$ cat src/rtl/vrt_pkg.sv
// ---------------------------------------------------------------------------
// vrt_pkg
// Shared widths, constants and control types of the voxel ray traversal.
// ---------------------------------------------------------------------------
package vrt_pkg;

    // Default grid size per axis
    localparam int unsigned GRID_X_DEF = 32;
    localparam int unsigned GRID_Y_DEF = 32;
    localparam int unsigned GRID_Z_DEF = 32;

    // Field widths
    localparam int POS_W   = 24;   // Q8.16 position
    localparam int DIR_W   = 18;   // Q2.16 heading
    localparam int MAG_W   = 18;   // heading magnitude
    localparam int CELL_W  = 8;
    localparam int BLK_W   = 8;
    localparam int DIST_W  = 26;   // Q10.16 distance
    localparam int UNIT_W  = 33;   // 2^32 / magnitude
    localparam int FRAC_W  = 17;
    localparam int LEN_W   = 51;   // exact walk lengths
    localparam int MT_W    = 41;   // clamped |t| for the surface product
    localparam int MT_LO_W = 24;
    localparam int ACC_W   = 59;
    localparam int Q_W     = ACC_W - 16;
    localparam int DIV_STEPS = 33;

    localparam int IN_TDATA_W  = 160;
    localparam int OUT_TDATA_W = 136;

    localparam logic [LEN_W-1:0]  LEN_NONE = LEN_W'(1) << 50;
    localparam logic [DIST_W-1:0] DIST_MAX = '1;
    localparam logic [DIST_W-1:0] Q_SAT    = DIST_W'(1) << 25;

    // Item kinds on tuser
    localparam logic FUNC_WRITE = 1'b0;
    localparam logic FUNC_CAST  = 1'b1;

    // Axis codes
    localparam logic [1:0] AX_X = 2'd0;
    localparam logic [1:0] AX_Y = 2'd1;
    localparam logic [1:0] AX_Z = 2'd2;

    // Commands from the controller
    typedef struct packed {
        logic       clr_wr;
        logic       vox_wr;
        logic       load;
        logic       div_start;
        logic       unit_wr;
        logic       len_wr;
        logic       rd;
        logic       step;
        logic       mul_lo;
        logic       mul_hi;
        logic       surf_wr;
        logic       out_wr;
        logic [1:0] ax;
    } cmd_t;

    // Status back to the controller
    typedef struct packed {
        logic clr_last;
        logic div_done;
        logic border;
        logic hit;
        logic exit_walk;
    } sts_t;

endpackage

$ cat src/rtl/vrt_ctrl.sv
// ---------------------------------------------------------------------------
// vrt_ctrl
// Controller: clearing pass, ray setup sequence, walk loop and result hand-off.
// ---------------------------------------------------------------------------
module vrt_ctrl (
    input  logic          aclk,
    input  logic          aresetn,
    input  logic          s_tvalid,
    output logic          s_tready,
    input  logic          s_func,
    output logic          m_tvalid,
    input  logic          m_tready,
    output vrt_pkg::cmd_t cmd,
    input  vrt_pkg::sts_t sts
);

    typedef enum logic [3:0] {
        ST_CLEAR, ST_IDLE, ST_DIV_GO, ST_DIV_WAIT, ST_LEN, ST_START,
        ST_READ, ST_CHECK, ST_MUL_LO, ST_MUL_HI, ST_SURF, ST_OUT
    } state_t;

    state_t     state_reg, state_next;
    logic [1:0] ax_reg, ax_next;
    logic       m_tvalid_reg, m_tvalid_next;

    always_comb begin
        state_next    = state_reg;
        ax_next       = ax_reg;
        m_tvalid_next = m_tvalid_reg && !m_tready;
        s_tready      = 1'b0;
        cmd           = '0;
        cmd.ax        = ax_reg;
        case (state_reg)
            // Zero every voxel once after reset
            ST_CLEAR: begin
                cmd.clr_wr = 1'b1;
                if (sts.clr_last) begin
                    state_next = ST_IDLE;
                end
            end
            ST_IDLE: begin
                s_tready = 1'b1;
                if (s_tvalid) begin
                    if (s_func == vrt_pkg::FUNC_CAST) begin
                        cmd.load   = 1'b1;
                        ax_next    = vrt_pkg::AX_X;
                        state_next = ST_DIV_GO;
                    end else begin
                        cmd.vox_wr = 1'b1;
                    end
                end
            end
            // Reciprocal and first boundary, axis by axis
            ST_DIV_GO: begin
                cmd.div_start = 1'b1;
                state_next    = ST_DIV_WAIT;
            end
            ST_DIV_WAIT: begin
                if (sts.div_done) begin
                    cmd.unit_wr = 1'b1;
                    state_next  = ST_LEN;
                end
            end
            ST_LEN: begin
                cmd.len_wr = 1'b1;
                if (ax_reg == vrt_pkg::AX_Z) begin
                    state_next = ST_START;
                end else begin
                    ax_next    = ax_reg + 1'b1;
                    state_next = ST_DIV_GO;
                end
            end
            ST_START: begin
                ax_next    = vrt_pkg::AX_X;
                state_next = sts.border ? ST_MUL_LO : ST_READ;
            end
            // Walk: read the voxel, then step or stop
            ST_READ: begin
                cmd.rd     = 1'b1;
                state_next = ST_CHECK;
            end
            ST_CHECK: begin
                cmd.step = 1'b1;
                ax_next  = vrt_pkg::AX_X;
                if (sts.hit || sts.exit_walk) begin
                    state_next = ST_MUL_LO;
                end else begin
                    state_next = ST_READ;
                end
            end
            // Surface point per axis
            ST_MUL_LO: begin
                cmd.mul_lo = 1'b1;
                state_next = ST_MUL_HI;
            end
            ST_MUL_HI: begin
                cmd.mul_hi = 1'b1;
                state_next = ST_SURF;
            end
            ST_SURF: begin
                cmd.surf_wr = 1'b1;
                if (ax_reg == vrt_pkg::AX_Z) begin
                    state_next = ST_OUT;
                end else begin
                    ax_next    = ax_reg + 1'b1;
                    state_next = ST_MUL_LO;
                end
            end
            // Wait for the result register to free up
            ST_OUT: begin
                if (!m_tvalid_reg || m_tready) begin
                    cmd.out_wr    = 1'b1;
                    m_tvalid_next = 1'b1;
                    state_next    = ST_IDLE;
                end
            end
            default: begin
                state_next = ST_IDLE;
            end
        endcase
    end

    always_ff @(posedge aclk) begin
        if (!aresetn) begin
            state_reg    <= ST_CLEAR;
            ax_reg       <= vrt_pkg::AX_X;
            m_tvalid_reg <= 1'b0;
        end else begin
            state_reg    <= state_next;
            ax_reg       <= ax_next;
            m_tvalid_reg <= m_tvalid_next;
        end
    end

    assign m_tvalid = m_tvalid_reg;

endmodule

$ cat config.mk
export PLATFORM = sky130hd
export DESIGN_NAME = vrt_ctrl
export DESIGN_NICKNAME = d
export VERILOG_FILES = /design/src/rtl/vrt_pkg.sv /design/src/rtl/vrt_ctrl.sv
export SDC_FILE = /design/constraint.sdc
export NUM_CORES = 1
export LEC_CHECK = 0
export ABC_AREA = 0
export BUFFER_PORTS_ARGS = -buffer_cell sky130_fd_sc_hd__buf_2
export CORE_AREA = 4 4 41 43
export CTS_BUF_LIST = sky130_fd_sc_hd__clkbuf_4
export CTS_CLUSTER_DIAMETER = 80
export DETAILED_ROUTE_END_ITERATION = 16
export DIE_AREA = 0 0 45 47
export PLACE_DENSITY = 0.76
export SETUP_SLACK_MARGIN = 0.02
export SYNTH_ARGS = -nofsm -noshare
export SYNTH_HDL_FRONTEND = slang
export SYNTH_SLANG_ARGS = --single-unit
export TNS_END_PERCENT = 10
$ cat constraint.sdc
create_clock -name aclk -period 4.1 [get_ports aclk]
set_input_delay 0.41 -clock aclk [delete_from_list [all_inputs] [get_ports aclk]]
set_output_delay 0.41 -clock aclk [all_outputs]
set_load 0.05 [all_outputs]
## Word-level counts from Yosys, hierarchy flattened

Cells that the tools add are included.

- Flip-flop bits (word level): 7
- Input bits: 10
- Output and inout port bits: 16
- Logic and storage cells: 66

- Add/sub/neg operators: 1
- Equal/unequal tests: 18
- Muxes and demuxes: 33
- Reductions and logical operators: 11

Operators with widths:

| kind | number |
|---|---|
| $pmux W4 S12 | 1 |
| $mux W4 | 7 |
| $mux W1 | 17 |
| $eq A4 B3 Y1 const B | 4 |
| $eq A4 B4 Y1 const B | 4 |
| $mux W2 | 6 |
| $ne A2 B2 Y1 const B | 6 |
| $eq A4 B2 Y1 const B | 2 |
| $pmux W2 S3 | 1 |
| $reduce_and A5 Y1 | 1 |
| $eq A4 B1 Y1 const B | 1 |
| $logic_not A4 Y1 | 1 |
| $reduce_and A4 Y1 | 1 |
| $reduce_or A2 Y1 | 2 |
| $mux W3 | 1 |
| $reduce_bool A3 Y1 | 1 |
| $add A2 B1 Y2 const B | 1 |
| $eq A2 B2 Y1 const B | 1 |
| $logic_not A1 Y1 | 2 |
| $logic_or A1 B1 Y1 | 2 |
| $logic_and A1 B1 Y1 | 1 |

## Depth between registers and ports, before layout

- Word-level depth: 4
- Gate-level depth with buffers: 6
- Gate-level depth less buffers: 6

## Worst setup path before layout

No wires, ideal clock.

- Path type: flip-flop to output port
- From: register state_reg[0]
- To: output cmd[9] (netlist bit)
- Data arrival time: 2266 ps
- Path slack: 1424 ps
- Cell stages (with the launch flop): 4
- Cell sequence: dfxtp_1 -> buf_2 -> nand2_1 -> nor4b_1

RTL lines:

| item | line | source |
|---|---|---|
| start: declaration | vrt_ctrl.sv:22 | `state_t state_reg, state_next;` |
| start signal: assignment | vrt_ctrl.sv:129 | `state_reg <= state_next;` |
| end: declaration | vrt_ctrl.sv:13 | `output vrt_pkg::cmd_t cmd,` |

==> impl_metrics.tcl <==
set metrics [dict create \
    status "complete, no violations" \
    clock_latency_ns 0.26 \
    final_max_slew_viol_count 0 \
    synth_edf_count 0 \
    cp_slowest_cell "dfxtp_1" \
    grt_pass1_wl_mm 2.442 \
    htree_levels 1 \
    ios 26 \
    drc_errors 0 \
    clock-sinks 7 \
    largest_reg_flops 4 \
    rsz0062_at_grt "false" \
    fin_crit_ns 2.248 \
    wl_per_cell_um 12.95 \
    p_leak_uw 0.0003302 \
    r2r_slack_ns 2.23 \
    utilization_pct 57.69 \
    dp_hpwl_mm 1.147 \
    synthXorXnorAreaFrac_pct 0 \
    die_w_um 45 \
    areaGrowthSynthToFinish_pct 25.26 \
    arrival_ns 1.84 \
    fin_nets 118 \
    synth-simple-area-share_pct 40.08 \
    final.setup.worst_slack_ns 1.852 \
    ys.flop_type "dfxtp_1" \
    clkTransAtPathRegs_ns 0.05 \
    worstMarginPinSlew_ns 0.5599 \
    synth_area_per_cell_um2 7.309 \
    fmax_mhz 444.8 \
    fin_crit_sh_pct 54.84 \
    synth_nets 93 \
    endpoint_kind "output port" \
    synth_seq_cells 7 \
    seqCellArea_um2 140.1 \
    drive_gt1_share_pct 31.13 \
    min_from "sts[4]" \
    ctsResizeCount 0 \
    grtUsageTotal_pct 15.69 \
    cp_max_fo 19 \
    synth_mux_area_share_pct 5.219 \
    dp_slack_ns 2.138 \
    reg2reg_depth 4 \
    crit_type "flop to output port" \
    ys_async_sr_fraction_pct 0 \
    initial_core_util_pct 46.06 \
    regToRegEndpoint "state_reg[2]$_SDFFE_PN0P_" \
    num_rows 13 \
    place_congestion 0.8779 \
    clock_path_buffers 2 \
    first_pass_iters 4 \
    cap_violations 0 \
    synth_top_family_by_area "simple AND/OR/NAND/NOR gates" \
    min_delay_path_depth 3 \
    r2r-start "state_reg[0]$_SDFFE_PN0P_" \
    final_cells 121 \
    via_count 689 \
    core_um2 1301 \
    initialDrtViolationCount 20 \
    setup_violations 0 \
    antenna_found_initial 0 \
    die_y_um 47 \
    final_antenna_net_count 0 \
    netlist_area_um2 599.3 \
    crit_path_start_kind "flop" \
    grt_pass1_vias 556 \
    dp_cells 117 \
    relSlewSlack_pct 62.62 \
    syn_inst 82 \
    skew_ns 0.009315 \
    hold_path_class "primary input to flop" \
    setup_tns_ns 0 \
    worst-endpoint-required_ns 3.69 \
    synth_cell_type_count 38 \
    fin_area_um2 750.7 \
    placed_area_um2 723.2 \
    die-area_um2 2115 \
    slowest_delay_ns 0.67 \
    irDropWorstVdd_uv 175.6 \
    path_cells "nand2_1 -> nor4b_1 -> buf_2" \
    grt_max_degree 20 \
    synth_compound_area_share_pct 24.01 \
    hold_buffers 0 \
    cts_tree "done" \
    min_to "state_reg[0]$_SDFFE_PN0P_" \
    cts_post_setup_buffers_inserted 0 \
    synth_adder_area_share_pct 2.088 \
    cts_root_buffer "clkbuf_4" \
    port_buffers 25 \
    power-per-cell-area_nw_per_um2 226.6 \
    routed_wl_mm 1.567 \
    synth.yosys.seq_area_share_pct 23.38 \
    antennaDiodeCount 0 \
    gr-total-overflow 0 \
    cts_buffers 3 \
    yosys_warnings 0 \
    finalHoldViolations 0 \
    vias_per_cell 5.694 \
    multiInputGateArea_um2 427.9 \
    fillCellCount 136 \
]
metrics by stage:
| step | hold WS [ns] | power (uW) |
|---|---|---|
| finish | 0.4422 | 170.1 |
| CTS | 0.4446 | 172.2 |
| global route | 0.4732 | 177.3 |
| global placement | 0.4721 | 107.1 |
| detailed placement | 0.4761 | 107.7 |
| floorplan | 0.5317 | 97.28 |
synth_stat cells, types with 2 or more instances:
master / number / share of area, %
a21oi_1: 7 / 5.8
dfxtp_1: 7 / 23
nor2_1: 7 / 4.4
nand2_1: 6 / 3.8
nor3_1: 6 / 5.0
nor2b_1: 5 / 5.2
clkbuf_1: 4 / 2.5
nand2b_1: 3 / 3.1
and2_1: 2 / 2.1
inv_1: 2 / 1.3
mux2i_1: 2 / 3.3
nand3_1: 2 / 1.7
o21ai_0: 2 / 1.7
o22ai_1: 2 / 2.1
or4b_1: 2 / 3.3
cell families after synthesis:
kind of cell | Yosys count
simple gates | 41
compound gates | 22
buf+inv | 8
flops | 7
mux | 3
fa+ha+maj | 1
metal layers:
metal | share of wire (%) | global-route usage, %
met1 | 46 | 20.41
met2 | 48 | 24.86
met3 | 5.5 | 3.831
met4 | 0.51 | 6.433
met5 | 0 | 0
power by group:
part / internal [uW] / switching (uW) / total [uW]
Sequential: 69.2 / 5.10 / 74.3
Clock: 35.8 / 27.9 / 63.7
Combinational: 11.8 / 20.3 / 32.1
Total: 117 / 53.3 / 170
worst max-delay path: cells and delay by family, from the launching register on:
family | cells | cell delay (ns)
DFF | 1 | 0.67
and+or+nand+nor | 2 | 0.61
buffers and inverters | 1 | 0.31
worst max path at each step:
stage                              startpoint      to  slack, ns  depth (start not counted)
finish              state_reg[0]$_SDFFE_PN0P_  cmd[9]       1.85                          3
floorplan           state_reg[0]$_SDFFE_PN0P_  cmd[9]       1.42                          3
global route        state_reg[0]$_SDFFE_PN0P_  cmd[9]       1.61                          3
CTS                 state_reg[0]$_SDFFE_PN0P_  cmd[9]       1.86                          3
global placement    state_reg[0]$_SDFFE_PN0P_  cmd[9]       2.20                          3
detailed placement  state_reg[0]$_SDFFE_PN0P_  cmd[9]       2.14                          3
cell type report:
class	instances	area share [%]
timing repair buffer	25	16.67
clock buffer	3	3.000
multi-input combinational	67	57.00
sequential	7	18.67
inverter	3	1.500
tap	15	2.500
clock inverter	1	0.6667
layout by cell type, fill, tap and decap left out, types with 3 or more instances in the layout:
master,n
nand2_1,6
nand2b_1,3
a21oi_1,7
dfxtp_1,7
nor2_1,7
buf_2,25
nor3_1,6
clkbuf_4,3
nor2b_1,5
(Power assumes the default switching activity.)
